File: src/rtl/bspq_pkg.sv
package bspq_pkg;

   // Fixed payload widths
   localparam int PRIORITY_BITS = 8;
   localparam int TAG_BITS      = 16;
   localparam int SEQ_BITS      = 32;
   localparam int COUNT_BITS    = 5;
   localparam int MODE_BITS     = 2;
   localparam int STATUS_BITS   = 2;

   // Default capacity of the cell chain
   localparam int DEPTH_DEFAULT = 16;

   // Reset value of the entry limit register
   localparam logic [COUNT_BITS-1:0] MAX_ENTRIES_RESET = COUNT_BITS'(16);

   // Operation codes
   localparam logic [MODE_BITS-1:0] MODE_ENQUEUE = 2'd0;
   localparam logic [MODE_BITS-1:0] MODE_DEQUEUE = 2'd1;
   localparam logic [MODE_BITS-1:0] MODE_PEEK    = 2'd2;
   localparam logic [MODE_BITS-1:0] MODE_SPARE   = 2'd3;

   // Status codes
   localparam logic [STATUS_BITS-1:0] STATUS_OK    = 2'd0;
   localparam logic [STATUS_BITS-1:0] STATUS_FULL  = 2'd1;
   localparam logic [STATUS_BITS-1:0] STATUS_EMPTY = 2'd2;

   typedef struct packed {
      logic [MODE_BITS-1:0]     mode;
      logic [PRIORITY_BITS-1:0] in_priority;
      logic [TAG_BITS-1:0]      in_tag;
   } req_payload_type;

   typedef struct packed {
      logic [STATUS_BITS-1:0]   status;
      logic [TAG_BITS-1:0]      out_tag;
      logic [PRIORITY_BITS-1:0] out_priority;
      logic [SEQ_BITS-1:0]      out_sequence;
      logic [COUNT_BITS-1:0]    entry_count;
      logic [SEQ_BITS-1:0]      next_sequence;
   } rsp_payload_type;

   // One stored entry
   typedef struct packed {
      logic [PRIORITY_BITS-1:0] priority_val;
      logic [TAG_BITS-1:0]      tag;
      logic [SEQ_BITS-1:0]      seq;
   } entry_type;

   // Command broadcast to every cell
   typedef struct packed {
      logic      insert;
      logic      remove;
      entry_type item;
   } cell_cmd_type;

endpackage

File: src/rtl/bounded_stable_priority_queue.sv
// Channel   Direction  Handshake              Payload
// req_      in         req_valid / req_ready  mode, in_priority, in_tag
// rsp_      out        rsp_valid / rsp_ready  status, tag, priority, sequence, counts
// csr_      in         csr_wr_en              max_entries
//
// One item per cycle: the sorted cell chain updates in the transfer cycle and
// the result sits in one output register the cycle after.
// req_ready stays high while the output register is empty or being drained.
// A stall on rsp_ready holds the result and blocks new transfers.
// Synchronous reset empties the queue, clears the push counter and sets the
// limit to 16; cell contents are not cleared.
module bounded_stable_priority_queue #(
   parameter int DEPTH = bspq_pkg::DEPTH_DEFAULT
) (
   input  logic                                clock,
   input  logic                                reset,
   input  logic                                req_valid,
   output logic                                req_ready,
   input  bspq_pkg::req_payload_type           req_payload,
   output logic                                rsp_valid,
   input  logic                                rsp_ready,
   output bspq_pkg::rsp_payload_type           rsp_payload,
   input  logic                                csr_wr_en,
   input  logic [bspq_pkg::COUNT_BITS-1:0]     csr_wr_data
);

   logic [bspq_pkg::COUNT_BITS-1:0] count_ff, count_in;
   logic [bspq_pkg::SEQ_BITS-1:0]   seq_ff, seq_in;
   logic [bspq_pkg::COUNT_BITS-1:0] max_entries_ff;
   logic                            rsp_valid_ff;
   bspq_pkg::rsp_payload_type       rsp_ff, rsp_in;

   logic                   req_xfer;
   logic                   is_enqueue;
   logic                   is_dequeue;
   logic                   full;
   logic                   empty;
   bspq_pkg::cell_cmd_type cmd;
   bspq_pkg::entry_type    head;

   logic                   take  [DEPTH];
   bspq_pkg::entry_type    cells [DEPTH];

   // Accept while the output register is free or being drained
   assign req_ready  = !rsp_valid_ff || rsp_ready;
   assign req_xfer   = req_valid && req_ready;
   assign rsp_valid  = rsp_valid_ff;
   assign rsp_payload = rsp_ff;

   assign is_enqueue = (req_payload.mode == bspq_pkg::MODE_ENQUEUE);
   assign is_dequeue = (req_payload.mode == bspq_pkg::MODE_DEQUEUE);
   assign full  = (count_ff >= max_entries_ff) || (32'(count_ff) >= 32'(DEPTH));
   assign empty = (count_ff == '0);
   assign head  = cells[0];

   // Broadcast the command to the chain
   always_comb begin
      cmd.insert            = req_xfer && is_enqueue && !full;
      cmd.remove            = req_xfer && is_dequeue && !empty;
      cmd.item.priority_val = req_payload.in_priority;
      cmd.item.tag          = req_payload.in_tag;
      cmd.item.seq          = seq_ff;
   end

   // Sorted chain: cell 0 holds the head
   for (genvar i = 0; i < DEPTH; i++) begin : g_cell
      logic                left_take;
      bspq_pkg::entry_type left_data;
      bspq_pkg::entry_type right_data;

      if (i == 0) begin : g_first
         assign left_take = 1'b0;
         assign left_data = cmd.item;
      end else begin : g_mid
         assign left_take = take[i-1];
         assign left_data = cells[i-1];
      end

      if (i == DEPTH - 1) begin : g_last
         assign right_data = '0;
      end else begin : g_inner
         assign right_data = cells[i+1];
      end

      bspq_cell u_cell (
         .clock      (clock),
         .cmd        (cmd),
         .occupied   (32'(i) < 32'(count_ff)),
         .left_take  (left_take),
         .left_data  (left_data),
         .right_data (right_data),
         .take       (take[i]),
         .data       (cells[i])
      );
   end

   // Next count, counter and result
   always_comb begin
      count_in = count_ff;
      seq_in   = seq_ff;
      rsp_in   = rsp_ff;
      if (cmd.insert) begin
         count_in = count_ff + 1'b1;
         seq_in   = seq_ff + 1'b1;
      end else if (cmd.remove) begin
         count_in = count_ff - 1'b1;
      end
      if (req_xfer) begin
         rsp_in.status       = bspq_pkg::STATUS_OK;
         rsp_in.out_tag      = '0;
         rsp_in.out_priority = '0;
         rsp_in.out_sequence = '0;
         if (is_enqueue) begin
            if (full) begin
               rsp_in.status = bspq_pkg::STATUS_FULL;
            end
         end else if (empty) begin
            rsp_in.status = bspq_pkg::STATUS_EMPTY;
         end else begin
            rsp_in.out_tag      = head.tag;
            rsp_in.out_priority = head.priority_val;
            rsp_in.out_sequence = head.seq;
         end
         rsp_in.entry_count   = count_in;
         rsp_in.next_sequence = seq_in;
      end
   end

   // Control state
   always_ff @(posedge clock) begin
      if (reset) begin
         count_ff       <= '0;
         seq_ff         <= '0;
         max_entries_ff <= bspq_pkg::MAX_ENTRIES_RESET;
         rsp_valid_ff   <= 1'b0;
      end else begin
         count_ff <= count_in;
         seq_ff   <= seq_in;
         if (csr_wr_en) begin
            max_entries_ff <= csr_wr_data;
         end
         if (req_xfer) begin
            rsp_valid_ff <= 1'b1;
         end else if (rsp_ready) begin
            rsp_valid_ff <= 1'b0;
         end
      end
   end

   // Result register
   always_ff @(posedge clock) begin
      rsp_ff <= rsp_in;
   end

`ifndef SYNTHESIS
   // Count never passes the chain length
   assert property (@(posedge clock) disable iff (reset)
      32'(count_ff) <= 32'(DEPTH))
      else $error("entry count exceeds chain depth");

   // Counter and count advance whenever an entry is inserted
   assert property (@(posedge clock) disable iff (reset)
      cmd.insert |=> (seq_ff == $past(seq_ff) + 1'b1) && (count_ff == $past(count_ff) + 1'b1))
      else $error("insert did not advance counter and count");

   // Head never ranks below its neighbor
   if (DEPTH > 1) begin : g_order_chk
      assert property (@(posedge clock) disable iff (reset)
         (count_ff >= 2) |-> (cells[0].priority_val >= cells[1].priority_val))
         else $error("chain head out of order");
   end

   // No transfer while a stalled result is held
   assert property (@(posedge clock) disable iff (reset)
      (rsp_valid_ff && !rsp_ready) |-> !req_xfer)
      else $error("transfer accepted over stalled result");
`endif

endmodule

File: src/rtl/bspq_cell.sv
module bspq_cell (
   input  logic                  clock,
   input  bspq_pkg::cell_cmd_type cmd,
   input  logic                  occupied,
   input  logic                  left_take,
   input  bspq_pkg::entry_type   left_data,
   input  bspq_pkg::entry_type   right_data,
   output logic                  take,
   output bspq_pkg::entry_type   data
);

   bspq_pkg::entry_type data_ff;
   bspq_pkg::entry_type data_in;

   // New item lands at or before this cell: free slot or strictly lower priority
   assign take = !occupied || (data_ff.priority_val < cmd.item.priority_val);
   assign data = data_ff;

   // Insert shifts the tail right, remove shifts everything left
   always_comb begin
      data_in = data_ff;
      if (cmd.insert && take) begin
         data_in = left_take ? left_data : cmd.item;
      end else if (cmd.remove) begin
         data_in = right_data;
      end
   end

   always_ff @(posedge clock) begin
      data_ff <= data_in;
   end

endmodule
File: config.mk
export PLATFORM = sky130hd
export DESIGN_NAME = bounded_stable_priority_queue
export DESIGN_NICKNAME = d
export VERILOG_FILES = /design/src/rtl/bspq_pkg.sv /design/src/rtl/bounded_stable_priority_queue.sv /design/src/rtl/bspq_cell.sv
export SDC_FILE = /design/constraint.sdc
export NUM_CORES = 2
export LEC_CHECK = 0
export ABC_CLOCK_PERIOD_IN_PS = 8000
export BUFFER_PORTS_ARGS = -buffer_cell sky130_fd_sc_hd__buf_4
export CORE_UTILIZATION = 55
export CTS_CLUSTER_SIZE = 28
export DETAILED_ROUTE_END_ITERATION = 6
export PLACE_DENSITY_LB_ADDON = 0.25
export SYNTH_ARGS = -nofsm -noshare
export SYNTH_HDL_FRONTEND = slang
export SYNTH_HIERARCHICAL = 1
export SYNTH_SLANG_ARGS = --single-unit
File: constraint.sdc
create_clock -name clock -period 8 [get_ports clock]
set_input_delay 2 -clock clock [delete_from_list [all_inputs] [get_ports clock]]
set_output_delay 2 -clock clock [all_outputs]
set_load 0.005 [all_outputs]
==> qor.yml <==
outcome: "finished, final reports clean"
arrival_ps: 6220
place_congestion: 0.913
start_util: 0.554
path_class: "in2reg"
slew_headroom: 0.256
gr-total-overflow: 0
die_h_um: 328
clkTransAtPathRegs_ps: 60
cp_max_fo: 57
reg2reg_depth: 13
fin_area_mm2: 0.0641
postRouteAntennaNets: 0
die_w_um: 328
avgSynthCellArea_um2: 11.9
clk_latency_ps: 690
drt-initial-drc-count: 4654
tritoncts: "yes"
ys.warnings.count: 6
num_rows: 119
root_buffer: "clkbuf_16"
io_buffers: 132
hold_depth: 2
grt_pass1_wl_mm: 233
post-cts-setup-buffer-count: 0
vias: 39800
hpwl_mm: 109
cp.required_ps: 8350
dieArea_mm2: 0.107
endpoint_kind: "flop"
post_drt_wl_per_cell_um: 23.5
final_hold_viol_count: 0
fmax_mhz: 171
postPlaceCellArea_mm2: 0.0606
htreeDepth: 3
drive_above_1_share: 0.196
io_pins: 133
numCtsBuffers: 110
core_mm2: 0.105
grt_max_degree: 58
ff2ff_setup_slack_ps: 2210
p_per_area_mw_per_mm2: 284
tns_ps: 0
finalCriticalPeriod_ps: 5860
r2r_end: "g_cell[6].u_cell/data[26]$_DFFE_PP_"
p_leak_nw: 29.3
grt_pass1_vias: 38200
ir_worst_vdd_mv: 0.240
grt_usage: 0.275
min_path_type: "reg2reg"
nets: 5063
finalCritPeriodShare: 0.733
setup_viol: 0
post-route-util: 0.610
syn_inst: 4902
clk_path_buf_depth: 3
area_growth_pct: 9.93
min-delay-start: "max_entries_ff[1]$_SDFFE_PP0P_"
r2r_start: "count_ff[0]$_SDFF_PP0_"
clock-sinks: 1034
cts_resized: 0
hold_buffers: 0
finalMaxSlewViolations: 0
antenna_found_initial: 3
tightest_slew_ps: 1110
via_per_inst: 6.24
cp-start-kind: "input port"
drc_errors: 0
rsz0062_at_grt: "no"
wl_mm: 150
whs_endpoint: "max_entries_ff[1]$_SDFFE_PP0P_"
dr.pass1.iters: 6
drv_cap: 0
clock_skew_ps: 30.4
finalPower_mw: 18.2
syn-cell-area_mm2: 0.0583
==> cells in the final DEF, fill, tap and decap left out, types with 6 or more instances in the layout <==
cell	n
nand2_4	15
o21ai_0	423
nand3_1	902
o31ai_1	16
clkbuf_8	6
inv_1	145
nor2b_1	18
a2111oi_4	16
nand2b_4	16
edfxtp_1	991
xor2_1	15
clkbuf_16	113
and2_4	17
o21a_1	32
conb_1	58
clkinv_1	23
clkinv_2	18
bufinv_16	8
mux2i_1	901
o21ai_2	464
nand4_1	28
a32oi_4	16
nand2_1	33
xnor2_1	19
nand2b_2	16
dfxtp_1	43
o211ai_4	16
nand2b_1	6
clkbuf_1	25
o21ai_1	17
ha_1	122
nor2_1	39
and2_1	93
a21oi_1	17
nor4_1	10
buf_4	236
a211o_1	16
==> worst max-delay path, stage by stage <==
cell	delay (ps)
buf_4	120
nor2_1	300
and4_1	310
o21ai_1	140
inv_4	550
buf_4	460
nor2b_1	270
a32oi_4	120
buf_4	320
and2_4	440
nand2b_2	540
buf_4	470
==> through the flow <==
stage          worst slack, ps  hold slack, ps  std cells
2_1_floorplan             1550             460       4959
3_3_place_gp              1630             475       6184
3_5_place_dp              1480             487       6184
4_1_cts                   2200             502       6387
5_1_grt                   1920             555       6387
6_report                  2140             496       6388
==> layer usage <==
layer	part of all wire	vias to the layer above	global-route usage
li1	-	18600	-
met4	0.025	0	0.0712
met3	0.080	194	0.0354
met2	0.42	1695	0.397
met5	0	-	0
met1	0.47	19400	0.434
==> power breakdown <==
part | leakage, nW | switching, mW | internal, mW
clock network | 1.72 | 2.12 | 2.89
logic | 17.9 | 2.99 | 1.78
registers | 9.67 | 0.766 | 7.63
==> worst max path at each step <==
stage | from | to | slack (ps)
final | req_payload[25] | g_cell[6].u_cell/data[26]$_DFFE_PP_ | 2140
after global routing | req_payload[25] | g_cell[6].u_cell/data[17]$_DFFE_PP_ | 1920
after CTS | req_payload[25] | g_cell[6].u_cell/data[17]$_DFFE_PP_ | 2200
after detailed placement | req_payload[25] | g_cell[6].u_cell/data[26]$_DFFE_PP_ | 1480
after global placement | req_payload[25] | g_cell[6].u_cell/data[26]$_DFFE_PP_ | 1630
after floorplan | req_payload[25] | g_cell[0].u_cell/data[0]$_DFFE_PP_ | 1550
==> registers in the layout (all words and copies together), names as in the netlist <==
name / count
seq_ff: 32
rsp_valid: 1
max_entries_ff: 5
rsp_payload: 95
count_ff: 5
g_cell.u_cell/data: 896
==> final cells by class <==
class | instances | area [um2]
multi-input cells | 3377 | 25900
flip-flops and latches | 1034 | 30600
inverters | 146 | 551
repair buffers | 236 | 1770
fillers | 8428 | 41000
well taps | 1391 | 1740
diodes | 1 | 2.50
clock buffers | 144 | 3000
clock inverters | 59 | 517
(Power assumes the default switching activity.)
